[src/rtl/pstf_pkg.sv]
// Package for the prioritized transmit frame cache: channel item types,
// the command passed from the front part to the back part, and fixed codes.
// Depends on nothing; the top, front and back files refer to it by scoped names.
package pstf_pkg;

  localparam int ID_W    = 29;
  localparam int FLAGS_W = 8;
  localparam int LEN_W   = 4;
  localparam int DATA_W  = 64;
  localparam int ROOM_W  = 5;
  localparam int KIND_W  = 2;
  localparam int SIDX_W  = 4;
  localparam int START_W = 3;
  localparam int CFG_IDX_W = 2;

  localparam logic OP_SUBMIT = 1'b0;
  localparam logic OP_DRAIN  = 1'b1;

  localparam logic [KIND_W-1:0] KIND_SENT     = 2'd0;
  localparam logic [KIND_W-1:0] KIND_ACCEPT   = 2'd1;
  localparam logic [KIND_W-1:0] KIND_OVERFLOW = 2'd2;

  localparam logic [CFG_IDX_W-1:0] CFG_PRIO0 = 2'd0;
  localparam logic [CFG_IDX_W-1:0] CFG_PRIO1 = 2'd1;
  localparam logic [CFG_IDX_W-1:0] CFG_PRIO2 = 2'd2;

  localparam logic [ID_W-1:0] PRIO0_RESET = 29'd128;
  localparam logic [ID_W-1:0] PRIO1_RESET = 29'd511;
  localparam logic [ID_W-1:0] PRIO2_RESET = 29'd1023;

  localparam logic [START_W-1:0] START_PRIO0 = 3'd0;
  localparam logic [START_W-1:0] START_PRIO1 = 3'd1;
  localparam logic [START_W-1:0] START_PRIO2 = 3'd2;
  localparam logic [START_W-1:0] START_HIGH  = 3'd4;

  localparam logic [ROOM_W-1:0] ROOM_LIMIT = 5'd16;

  localparam int CMD_DEPTH = 2;
  localparam int RES_DEPTH = 2;

  typedef struct packed {
    logic               op;
    logic [ID_W-1:0]    frame_id;
    logic [FLAGS_W-1:0] frame_flags;
    logic [LEN_W-1:0]   frame_len;
    logic [DATA_W-1:0]  frame_data;
    logic [ROOM_W-1:0]  writer_room;
  } in_item_t;

  typedef struct packed {
    logic [KIND_W-1:0]  kind;
    logic [SIDX_W-1:0]  slot_index;
    logic [ID_W-1:0]    out_id;
    logic [FLAGS_W-1:0] out_flags;
    logic [LEN_W-1:0]   out_len;
    logic [DATA_W-1:0]  out_data;
    logic               last;
  } out_item_t;

  typedef struct packed {
    logic [ID_W-1:0]    id;
    logic [FLAGS_W-1:0] flags;
    logic [LEN_W-1:0]   len;
    logic [DATA_W-1:0]  data;
  } frame_t;

  typedef struct packed {
    logic               op;
    logic [START_W-1:0] start;
    logic [ROOM_W-1:0]  room;
    frame_t             frame;
  } cmd_t;

endpackage

[src/rtl/priority_slotted_tx_frame_cache_top.sv]
// Top level of the prioritized transmit frame cache: front classifier,
// command queue, back sequencer and result queue.
// Depends on pstf_pkg, pstf_fifo, pstf_front and pstf_back.
//
//   Channel  Ports                               Transaction
//   input    in_push, in_full, in_item           push && !full
//   result   out_pop, out_empty, out_item        pop && !empty
//   config   cfg_we, cfg_index, cfg_wdata        cfg_we high
//
// Steps: the back sequencer takes a command, searches for a slot, stores
// the frame, and for each frame sent reads the slot memory and then pushes
// the result; a full cache adds a second search and the step that closes
// the retry drain. A drain-only transaction takes the command and sends its
// frames the same way, or goes back to idle when it sends nothing. The one
// sequencer does these steps one after another.
// Reset is synchronous, active low, and clears all pending slots and queues.
// Either side may stall: the two-entry queues let the front accept while the
// back works, and the back waits whenever the result queue is full.
module priority_slotted_tx_frame_cache_top #(
  parameter int SLOT_COUNT = 16
) (
  input  logic                               clk,
  input  logic                               rst_n,
  input  logic                               cfg_we,
  input  logic [pstf_pkg::CFG_IDX_W-1:0]     cfg_index,
  input  logic [pstf_pkg::ID_W-1:0]          cfg_wdata,
  input  logic                               in_push,
  input  pstf_pkg::in_item_t                 in_item,
  output logic                               in_full,
  input  logic                               out_pop,
  output pstf_pkg::out_item_t                out_item,
  output logic                               out_empty
);

  logic                 cmd_push, cmd_full, cmd_pop, cmd_empty;
  pstf_pkg::cmd_t       cmd_in, cmd_out;
  logic                 res_push, res_full;
  pstf_pkg::out_item_t  res_data;

  // The front classifies each item as it is accepted; thresholds must only be
  // written while the block is idle, which the front itself does not enforce.
  pstf_front u_front (
    .clk       (clk),
    .rst_n     (rst_n),
    .cfg_we    (cfg_we),
    .cfg_index (cfg_index),
    .cfg_wdata (cfg_wdata),
    .in_push   (in_push),
    .in_item   (in_item),
    .in_full   (in_full),
    .cmd_push  (cmd_push),
    .cmd_data  (cmd_in),
    .cmd_full  (cmd_full)
  );

  // Command queue between the front and the back.
  pstf_fifo #(
    .WIDTH ($bits(pstf_pkg::cmd_t)),
    .DEPTH (pstf_pkg::CMD_DEPTH)
  ) u_cmd_q (
    .clk       (clk),
    .rst_n     (rst_n),
    .push      (cmd_push),
    .push_data (cmd_in),
    .full      (cmd_full),
    .pop       (cmd_pop),
    .pop_data  (cmd_out),
    .empty     (cmd_empty)
  );

  // The back owns the slots and produces every result in order.
  pstf_back #(
    .SLOT_COUNT (SLOT_COUNT)
  ) u_back (
    .clk       (clk),
    .rst_n     (rst_n),
    .cmd_empty (cmd_empty),
    .cmd_data  (cmd_out),
    .cmd_pop   (cmd_pop),
    .res_full  (res_full),
    .res_push  (res_push),
    .res_data  (res_data)
  );

  // Result queue: the oldest result sits on out_item while out_empty is low.
  pstf_fifo #(
    .WIDTH ($bits(pstf_pkg::out_item_t)),
    .DEPTH (pstf_pkg::RES_DEPTH)
  ) u_res_q (
    .clk       (clk),
    .rst_n     (rst_n),
    .push      (res_push),
    .push_data (res_data),
    .full      (res_full),
    .pop       (out_pop),
    .pop_data  (out_item),
    .empty     (out_empty)
  );

  // The sequencer must never push a result into a full queue.
  a_no_res_overrun: assert property (@(posedge clk) disable iff (!rst_n)
    res_push |-> !res_full)
    else $error("result pushed while result queue full");

  // The sequencer must only take a command that is there.
  a_no_cmd_underrun: assert property (@(posedge clk) disable iff (!rst_n)
    cmd_pop |-> !cmd_empty)
    else $error("command popped from empty queue");

  // After a reset cycle no result is waiting.
  a_reset_empty: assert property (@(posedge clk)
    !rst_n |=> out_empty)
    else $error("result queue not empty after reset");

endmodule

[src/rtl/pstf_fifo.sv]
// Small register queue used for the command queue and the result queue.
// Depends on nothing; width and depth come from the instantiating module.
module pstf_fifo #(
  parameter int WIDTH = 8,
  parameter int DEPTH = 2
) (
  input  logic             clk,
  input  logic             rst_n,
  input  logic             push,
  input  logic [WIDTH-1:0] push_data,
  output logic             full,
  input  logic             pop,
  output logic [WIDTH-1:0] pop_data,
  output logic             empty
);

  localparam int AW = (DEPTH > 1) ? $clog2(DEPTH) : 1;
  localparam int CW = $clog2(DEPTH + 1);
  localparam logic [AW-1:0] LAST_PTR = AW'(DEPTH - 1);
  localparam logic [CW-1:0] FULL_CNT = CW'(DEPTH);

  logic [WIDTH-1:0] store_r [DEPTH];
  logic [AW-1:0]    wr_ptr_r, wr_ptr_nxt;
  logic [AW-1:0]    rd_ptr_r, rd_ptr_nxt;
  logic [CW-1:0]    count_r, count_nxt;
  logic             do_push, do_pop;

  assign full     = (count_r == FULL_CNT);
  assign empty    = (count_r == '0);
  assign do_push  = push && !full;
  assign do_pop   = pop && !empty;
  assign pop_data = store_r[rd_ptr_r];

  always_comb begin
    wr_ptr_nxt = wr_ptr_r;
    rd_ptr_nxt = rd_ptr_r;
    count_nxt  = count_r;
    if (do_push) begin
      wr_ptr_nxt = (wr_ptr_r == LAST_PTR) ? '0 : wr_ptr_r + AW'(1);
    end
    if (do_pop) begin
      rd_ptr_nxt = (rd_ptr_r == LAST_PTR) ? '0 : rd_ptr_r + AW'(1);
    end
    if (do_push && !do_pop) begin
      count_nxt = count_r + CW'(1);
    end else if (do_pop && !do_push) begin
      count_nxt = count_r - CW'(1);
    end
  end

  always_ff @(posedge clk) begin
    if (!rst_n) begin
      wr_ptr_r <= '0;
      rd_ptr_r <= '0;
      count_r  <= '0;
    end else begin
      wr_ptr_r <= wr_ptr_nxt;
      rd_ptr_r <= rd_ptr_nxt;
      count_r  <= count_nxt;
    end
  end

  always_ff @(posedge clk) begin
    if (do_push) begin
      store_r[wr_ptr_r] <= push_data;
    end
  end

endmodule

[src/rtl/pstf_front.sv]
// Front part: holds the priority threshold registers and turns each accepted
// input item into a command with its start slot and clamped writer room.
// Depends on pstf_pkg.
module pstf_front (
  input  logic                                 clk,
  input  logic                                 rst_n,
  input  logic                                 cfg_we,
  input  logic [pstf_pkg::CFG_IDX_W-1:0]       cfg_index,
  input  logic [pstf_pkg::ID_W-1:0]            cfg_wdata,
  input  logic                                 in_push,
  input  pstf_pkg::in_item_t                   in_item,
  output logic                                 in_full,
  output logic                                 cmd_push,
  output pstf_pkg::cmd_t                       cmd_data,
  input  logic                                 cmd_full
);

  logic [pstf_pkg::ID_W-1:0] prio0_r, prio1_r, prio2_r;

  always_ff @(posedge clk) begin
    if (!rst_n) begin
      prio0_r <= pstf_pkg::PRIO0_RESET;
      prio1_r <= pstf_pkg::PRIO1_RESET;
      prio2_r <= pstf_pkg::PRIO2_RESET;
    end else if (cfg_we) begin
      case (cfg_index)
        pstf_pkg::CFG_PRIO0: prio0_r <= cfg_wdata;
        pstf_pkg::CFG_PRIO1: prio1_r <= cfg_wdata;
        pstf_pkg::CFG_PRIO2: prio2_r <= cfg_wdata;
        default: ;
      endcase
    end
  end

  assign in_full  = cmd_full;
  assign cmd_push = in_push && !cmd_full;

  always_comb begin
    cmd_data.op          = in_item.op;
    cmd_data.frame.id    = in_item.frame_id;
    cmd_data.frame.flags = in_item.frame_flags;
    cmd_data.frame.len   = in_item.frame_len;
    cmd_data.frame.data  = in_item.frame_data;
    if (in_item.frame_id <= prio0_r) begin
      cmd_data.start = pstf_pkg::START_PRIO0;
    end else if (in_item.frame_id <= prio1_r) begin
      cmd_data.start = pstf_pkg::START_PRIO1;
    end else if (in_item.frame_id <= prio2_r) begin
      cmd_data.start = pstf_pkg::START_PRIO2;
    end else begin
      cmd_data.start = pstf_pkg::START_HIGH;
    end
    // The writer never takes more than the room limit in one step.
    if (in_item.writer_room > pstf_pkg::ROOM_LIMIT) begin
      cmd_data.room = pstf_pkg::ROOM_LIMIT;
    end else begin
      cmd_data.room = in_item.writer_room;
    end
  end

endmodule

[src/rtl/pstf_back.sv]
// Back part: slot pending bits, slot frame memory and the sequencer that
// stores a submitted frame, drains pending slots and emits result items.
// Depends on pstf_pkg.
module pstf_back #(
  parameter int SLOT_COUNT = 16
) (
  input  logic                   clk,
  input  logic                   rst_n,
  input  logic                   cmd_empty,
  input  pstf_pkg::cmd_t         cmd_data,
  output logic                   cmd_pop,
  input  logic                   res_full,
  output logic                   res_push,
  output pstf_pkg::out_item_t    res_data
);

  localparam int SW = $clog2(SLOT_COUNT);

  localparam logic [2:0] ST_IDLE  = 3'd0;
  localparam logic [2:0] ST_FIND  = 3'd1;
  localparam logic [2:0] ST_STORE = 3'd2;
  localparam logic [2:0] ST_DRAIN = 3'd3;
  localparam logic [2:0] ST_SEND  = 3'd4;
  localparam logic [2:0] ST_OVF   = 3'd5;

  logic [2:0]                    state_r, state_nxt;
  pstf_pkg::cmd_t                cmd_r, cmd_nxt;
  logic [pstf_pkg::ROOM_W-1:0]   room_r, room_nxt, room_dec;
  logic                          retry_r, retry_nxt;
  logic                          final_r, final_nxt;
  logic                          last_r, last_nxt;
  logic [SW-1:0]                 slot_r, slot_nxt;
  logic [SLOT_COUNT-1:0]         pend_r, pend_nxt;

  pstf_pkg::frame_t              slot_mem [SLOT_COUNT];
  pstf_pkg::frame_t              rd_r;
  logic                          mem_we, mem_re;

  logic [SLOT_COUNT-1:0]         free_mask, other_pend;
  logic [SW-1:0]                 first_free, first_pend;
  logic                          free_hit, pend_hit;

  // Priority encoders: lowest free slot at or above the start, lowest
  // pending slot.
  always_comb begin
    free_mask  = ~pend_r & ({SLOT_COUNT{1'b1}} << SW'(cmd_r.start));
    first_free = '0;
    free_hit   = 1'b0;
    first_pend = '0;
    pend_hit   = 1'b0;
    for (int i = SLOT_COUNT - 1; i >= 0; i--) begin
      if (free_mask[i]) begin
        first_free = SW'(i);
        free_hit   = 1'b1;
      end
      if (pend_r[i]) begin
        first_pend = SW'(i);
        pend_hit   = 1'b1;
      end
    end
    other_pend             = pend_r;
    other_pend[first_pend] = 1'b0;
    room_dec               = room_r - pstf_pkg::ROOM_W'(1);
  end

  always_comb begin
    state_nxt = state_r;
    cmd_nxt   = cmd_r;
    room_nxt  = room_r;
    retry_nxt = retry_r;
    final_nxt = final_r;
    last_nxt  = last_r;
    slot_nxt  = slot_r;
    pend_nxt  = pend_r;
    cmd_pop   = 1'b0;
    res_push  = 1'b0;
    mem_we    = 1'b0;
    mem_re    = 1'b0;

    res_data.kind       = pstf_pkg::KIND_SENT;
    res_data.slot_index = pstf_pkg::SIDX_W'(slot_r);
    res_data.out_id     = rd_r.id;
    res_data.out_flags  = rd_r.flags;
    res_data.out_len    = rd_r.len;
    res_data.out_data   = rd_r.data;
    res_data.last       = last_r;

    case (state_r)
      ST_IDLE: begin
        if (!cmd_empty) begin
          cmd_pop   = 1'b1;
          cmd_nxt   = cmd_data;
          room_nxt  = cmd_data.room;
          retry_nxt = 1'b0;
          if (cmd_data.op == pstf_pkg::OP_DRAIN) begin
            final_nxt = 1'b1;
            state_nxt = ST_DRAIN;
          end else begin
            final_nxt = 1'b0;
            state_nxt = ST_FIND;
          end
        end
      end
      ST_FIND: begin
        if (free_hit) begin
          slot_nxt  = first_free;
          state_nxt = ST_STORE;
        end else if (!retry_r) begin
          // Cache full: drain once with the same room budget, then retry.
          retry_nxt = 1'b1;
          final_nxt = 1'b0;
          state_nxt = ST_DRAIN;
        end else begin
          state_nxt = ST_OVF;
        end
      end
      ST_STORE: begin
        res_data.kind       = pstf_pkg::KIND_ACCEPT;
        res_data.out_id     = cmd_r.frame.id;
        res_data.out_flags  = cmd_r.frame.flags;
        res_data.out_len    = cmd_r.frame.len;
        res_data.out_data   = cmd_r.frame.data;
        res_data.last       = (room_r == '0);
        if (!res_full) begin
          res_push         = 1'b1;
          mem_we           = 1'b1;
          pend_nxt[slot_r] = 1'b1;
          final_nxt        = 1'b1;
          state_nxt        = (room_r == '0) ? ST_IDLE : ST_DRAIN;
        end
      end
      ST_DRAIN: begin
        if (room_r == '0 || !pend_hit) begin
          state_nxt = final_r ? ST_IDLE : ST_FIND;
        end else begin
          mem_re               = 1'b1;
          pend_nxt[first_pend] = 1'b0;
          room_nxt             = room_dec;
          slot_nxt             = first_pend;
          last_nxt             = final_r && (room_dec == '0 || other_pend == '0);
          state_nxt            = ST_SEND;
        end
      end
      ST_SEND: begin
        if (!res_full) begin
          res_push  = 1'b1;
          state_nxt = last_r ? ST_IDLE : ST_DRAIN;
        end
      end
      ST_OVF: begin
        res_data.kind       = pstf_pkg::KIND_OVERFLOW;
        res_data.slot_index = '0;
        res_data.out_id     = cmd_r.frame.id;
        res_data.out_flags  = cmd_r.frame.flags;
        res_data.out_len    = cmd_r.frame.len;
        res_data.out_data   = cmd_r.frame.data;
        res_data.last       = 1'b1;
        if (!res_full) begin
          res_push  = 1'b1;
          state_nxt = ST_IDLE;
        end
      end
      default: begin
        state_nxt = ST_IDLE;
      end
    endcase
  end

  always_ff @(posedge clk) begin
    if (!rst_n) begin
      state_r <= ST_IDLE;
      pend_r  <= '0;
      retry_r <= 1'b0;
      final_r <= 1'b0;
      last_r  <= 1'b0;
      room_r  <= '0;
    end else begin
      state_r <= state_nxt;
      pend_r  <= pend_nxt;
      retry_r <= retry_nxt;
      final_r <= final_nxt;
      last_r  <= last_nxt;
      room_r  <= room_nxt;
    end
  end

  always_ff @(posedge clk) begin
    cmd_r  <= cmd_nxt;
    slot_r <= slot_nxt;
  end

  always_ff @(posedge clk) begin
    if (mem_we) begin
      slot_mem[slot_r] <= cmd_r.frame;
    end
    if (mem_re) begin
      rd_r <= slot_mem[first_pend];
    end
  end

endmodule
[config.mk]
export PLATFORM = sky130hd
export DESIGN_NAME = priority_slotted_tx_frame_cache_top
export DESIGN_NICKNAME = d
export VERILOG_FILES = /design/src/rtl/pstf_pkg.sv /design/src/rtl/priority_slotted_tx_frame_cache_top.sv /design/src/rtl/pstf_fifo.sv /design/src/rtl/pstf_front.sv /design/src/rtl/pstf_back.sv
export SDC_FILE = /design/constraint.sdc
export NUM_CORES = 2
export LEC_CHECK = 0
export BUFFER_PORTS_ARGS = -buffer_cell sky130_fd_sc_hd__buf_4
export CORE_AREA = 8 8 479 528
export CTS_CLUSTER_SIZE = 12
export DETAILED_ROUTE_END_ITERATION = 12
export DIE_AREA = 0 0 487 536
export PLACE_DENSITY = 0.68
export SETUP_SLACK_MARGIN = 0.5
export SYNTH_ARGS = -nofsm -noshare
export SYNTH_HDL_FRONTEND = slang
export SYNTH_SLANG_ARGS = --single-unit
[constraint.sdc]
create_clock -name clk -period 9.4 [get_ports clk]
set_clock_uncertainty 0.1 [all_clocks]
set_input_delay 1.88 -clock clk [delete_from_list [all_inputs] [get_ports clk]]
set_output_delay 1.88 -clock clk [all_outputs]
set_load 0.005 [all_outputs]
==> impl_metrics.env <==
export IMPL_wl_per_cell_um=24.0
export IMPL_h_tree_depth=5
export IMPL_cts_buffer_depth=4
export IMPL_dieArea_sq_um=261000
export IMPL_synth_flop_cell="edfxtp_1"
export IMPL_fin_nets=7385
export IMPL_cp_max_fo=52
export IMPL_ir_worst_vdd_uv=310
export IMPL_cts_buffers=275
export IMPL_ff_latch_area_sq_um=73000
export IMPL_gp_congestion=0.841
export IMPL_yosysUniqueCellTypes=70
export IMPL_drive_above_1_share_pct=14.2
export IMPL_synthCells=6937
export IMPL_final_common_cell="edfxtp_1"
export IMPL_cts_root_buf="clkbuf_16"
export IMPL_run_status="finished clean"
export IMPL_stdcell_count=10600
export IMPL_post_cts_buffers=0
export IMPL_post_route_period_util_pct=50.1
export IMPL_num_rows=191
export IMPL_synthTopCellsByArea="edfxtp_1 (73%), nand2_1 (7.6%), mux2_2 (3.8%)"
export IMPL_fill_cells=21000
export IMPL_die_w_um=487
export IMPL_critPathLaunchType="flip-flop"
export IMPL_placedInstanceArea_sq_um=102000
export IMPL_worstSkewPairLatency_ns=0.91
export IMPL_cts_resized=0
export IMPL_arrival_ns=2.73
export IMPL_drtIter0Drc=6758
export IMPL_synth_top_area_share_pct=72.8
export IMPL_max_slew_margin_pct=15.9
export IMPL_grt_pass1_wl_mm=373
export IMPL_wl_mm=254
export IMPL_p_per_area_nw_per_um2=283
export IMPL_grt_start_max_net_pins=198
export IMPL_dp_hpwl_mm=130
export IMPL_ys_seq_elements=2473
export IMPL_timing_hold_ws_ns=0.363
export IMPL_initial_core_util_pct=39.6
export IMPL_layout_common_cells="edfxtp_1 (2349), nand2_1 (1969), nand3_1 (561)"
export IMPL_antenna_found_initial=6
export IMPL_max_freq_mhz=212
export IMPL_clk_pin_slew_ns=0.06
export IMPL_area_delta_synth_final_pct=13.7
export IMPL_path_class="reg2out"
export IMPL_vias=58900
export IMPL_slew_violations=0
export IMPL_yosysWarnings=0
export IMPL_viasPerCell=5.57
export IMPL_tightest_slew_ns=1.26
export IMPL_drtAntennaViolNets=0
export IMPL_required_ns=7.42
export IMPL_drc=0
export IMPL_grt_pass1_vias=58200
export IMPL_hold_buffers=0
export IMPL_io_pins=261
export IMPL_multiInputGateArea_sq_um=22000
export IMPL_synthArstFlopShare_pct=0
export IMPL_syn_avg_cell_area_sq_um=14.0
export IMPL_placed_cells_incl_taps=10200
export IMPL_leakagePower_nw=37.7
export IMPL_synth_edf_count=2349
export IMPL_hold_viol_final=0
export IMPL_cts_tree="built"
export IMPL_min_period_ns=4.71
export IMPL_fin_tns_setup_ns=0
export IMPL_drt_pass1_iter_count=8
export IMPL_synth_area_sq_um=96900
export IMPL_final_core_util_pct=45.1
export IMPL_portBuffers=260
export IMPL_die_h_um=536
export IMPL_syn_nets=7175
export IMPL_overflow=0
export IMPL_hold_class="reg2reg"
export IMPL_cts_sinks=2473
export IMPL_yosysTopAreaCell="edfxtp_1"
export IMPL_rsz0062_at_grt="no"
export IMPL_stdcell_area_sq_um=110000
export IMPL_grt_use_total_pct=18.7
export IMPL_end_kind="primary output"
export IMPL_synth_seq_area_share_pct=75.4
export IMPL_drv_cap=0
export IMPL_setup_violations=0
export IMPL_core_area_sq_um=244000
[synth_stat cells (4+ instances only)]
cell and number:
a211oi_1 4, a21boi_0 73, a21o_1 18, a21oi_1 54
a22oi_1 99, a31oi_1 304, a32oi_1 100, and2_1 15
buf_1 44, buf_2 121, buf_4 15, buf_6 4
clkbuf_1 225, dfxtp_1 124, edfxtp_1 2349, ha_1 91
inv_1 102, mux2_2 329, mux2i_1 5, nand2_1 1972
nand2b_1 11, nand3_1 561, nand3b_1 4, nand4_1 21
nor2_1 76, nor2b_1 20, nor3_1 17, nor4_1 14
o211ai_1 26, o21a_1 29, o21ai_0 37, o22ai_1 5
or3_1 4, xnor2_1 4, xor2_1 4
[power by group]
part | internal [W] | switching [W]
Clock | 0.00567 | 0.00403
Combinational | 0.00201 | 0.00412
Sequential | 0.0142 | 0.00115
[path summary, 6_finish.rpt]
path / startpoint / end / slack, ns / cells past startpoint
min: u_front.prio0_r[28] / u_front.prio0_r[28] / 0.36 / 2
max: flip-flop / out_item[24] / 4.69 / 3
min reg2reg: u_front.prio0_r[28] / u_front.prio0_r[28] / 0.36 / 2
max reg2reg: u_back.state_r[1] / u_back.room_r[2] / 4.87 / 10
[through the flow]
stage               setup slack [ns]  power, W
floorplan                      0.518    0.0190
global placement                5.05    0.0215
detailed placement              4.99    0.0217
CTS                             4.58    0.0314
global route                    4.56    0.0324
finish                          4.69    0.0312
[kinds of logic after synthesis]
family,after synthesis,synth area share (%)
and+or+nand+nor,2733,11.7
buffers and inverters,512,2.23
adders and majority gates,91,1.17
DFF,2473,75.4
muxes,334,3.87
xor gates and xnor gates,8,0.0723
AOI/OAI and AO/OA,786,5.64
[layer usage]
metal  track usage [%]  up-vias  wire length [um]
li1                  -    26000                 -
met2              30.7     2993            120000
met1              24.8    29400            102000
met5                 0        -                31
met3              3.92      492             24000
met4              6.23        4              8240
[registers in the layout, indices dropped and copies added (netlist names), 3 cells and up, named ones only]
| name | cells |
|---|---|
| u_back.slot_r | 4 |
| u_res_q.store_r | 224 |
| u_back.slot_mem | 1680 |
| u_back.state_r | 3 |
| u_front.prio0_r | 29 |
| u_back.cmd_r | 108 |
| u_front.prio1_r | 29 |
| u_back.room_r | 5 |
| u_cmd_q.store_r | 228 |
| u_back.pend_r | 16 |
| u_front.prio2_r | 29 |
| u_back.rd_r | 105 |
[critical path: stages, from the launching register on]
cell     delay (ns)
dfxtp_4        0.48
buf_4          0.62
mux2_2         0.44
buf_4          0.14
[final cells by class]
type	instances	share of cell area, %
flip-flops and latches	2473	66.3
multi-input cells	3952	20.0
clock buffers	354	6.68
well taps	3281	3.72
repair buffers	342	2.53
clock inverters	58	0.471
inverters	103	0.364
diodes	4	0.00908
Power figures use the tool's default switching activity.
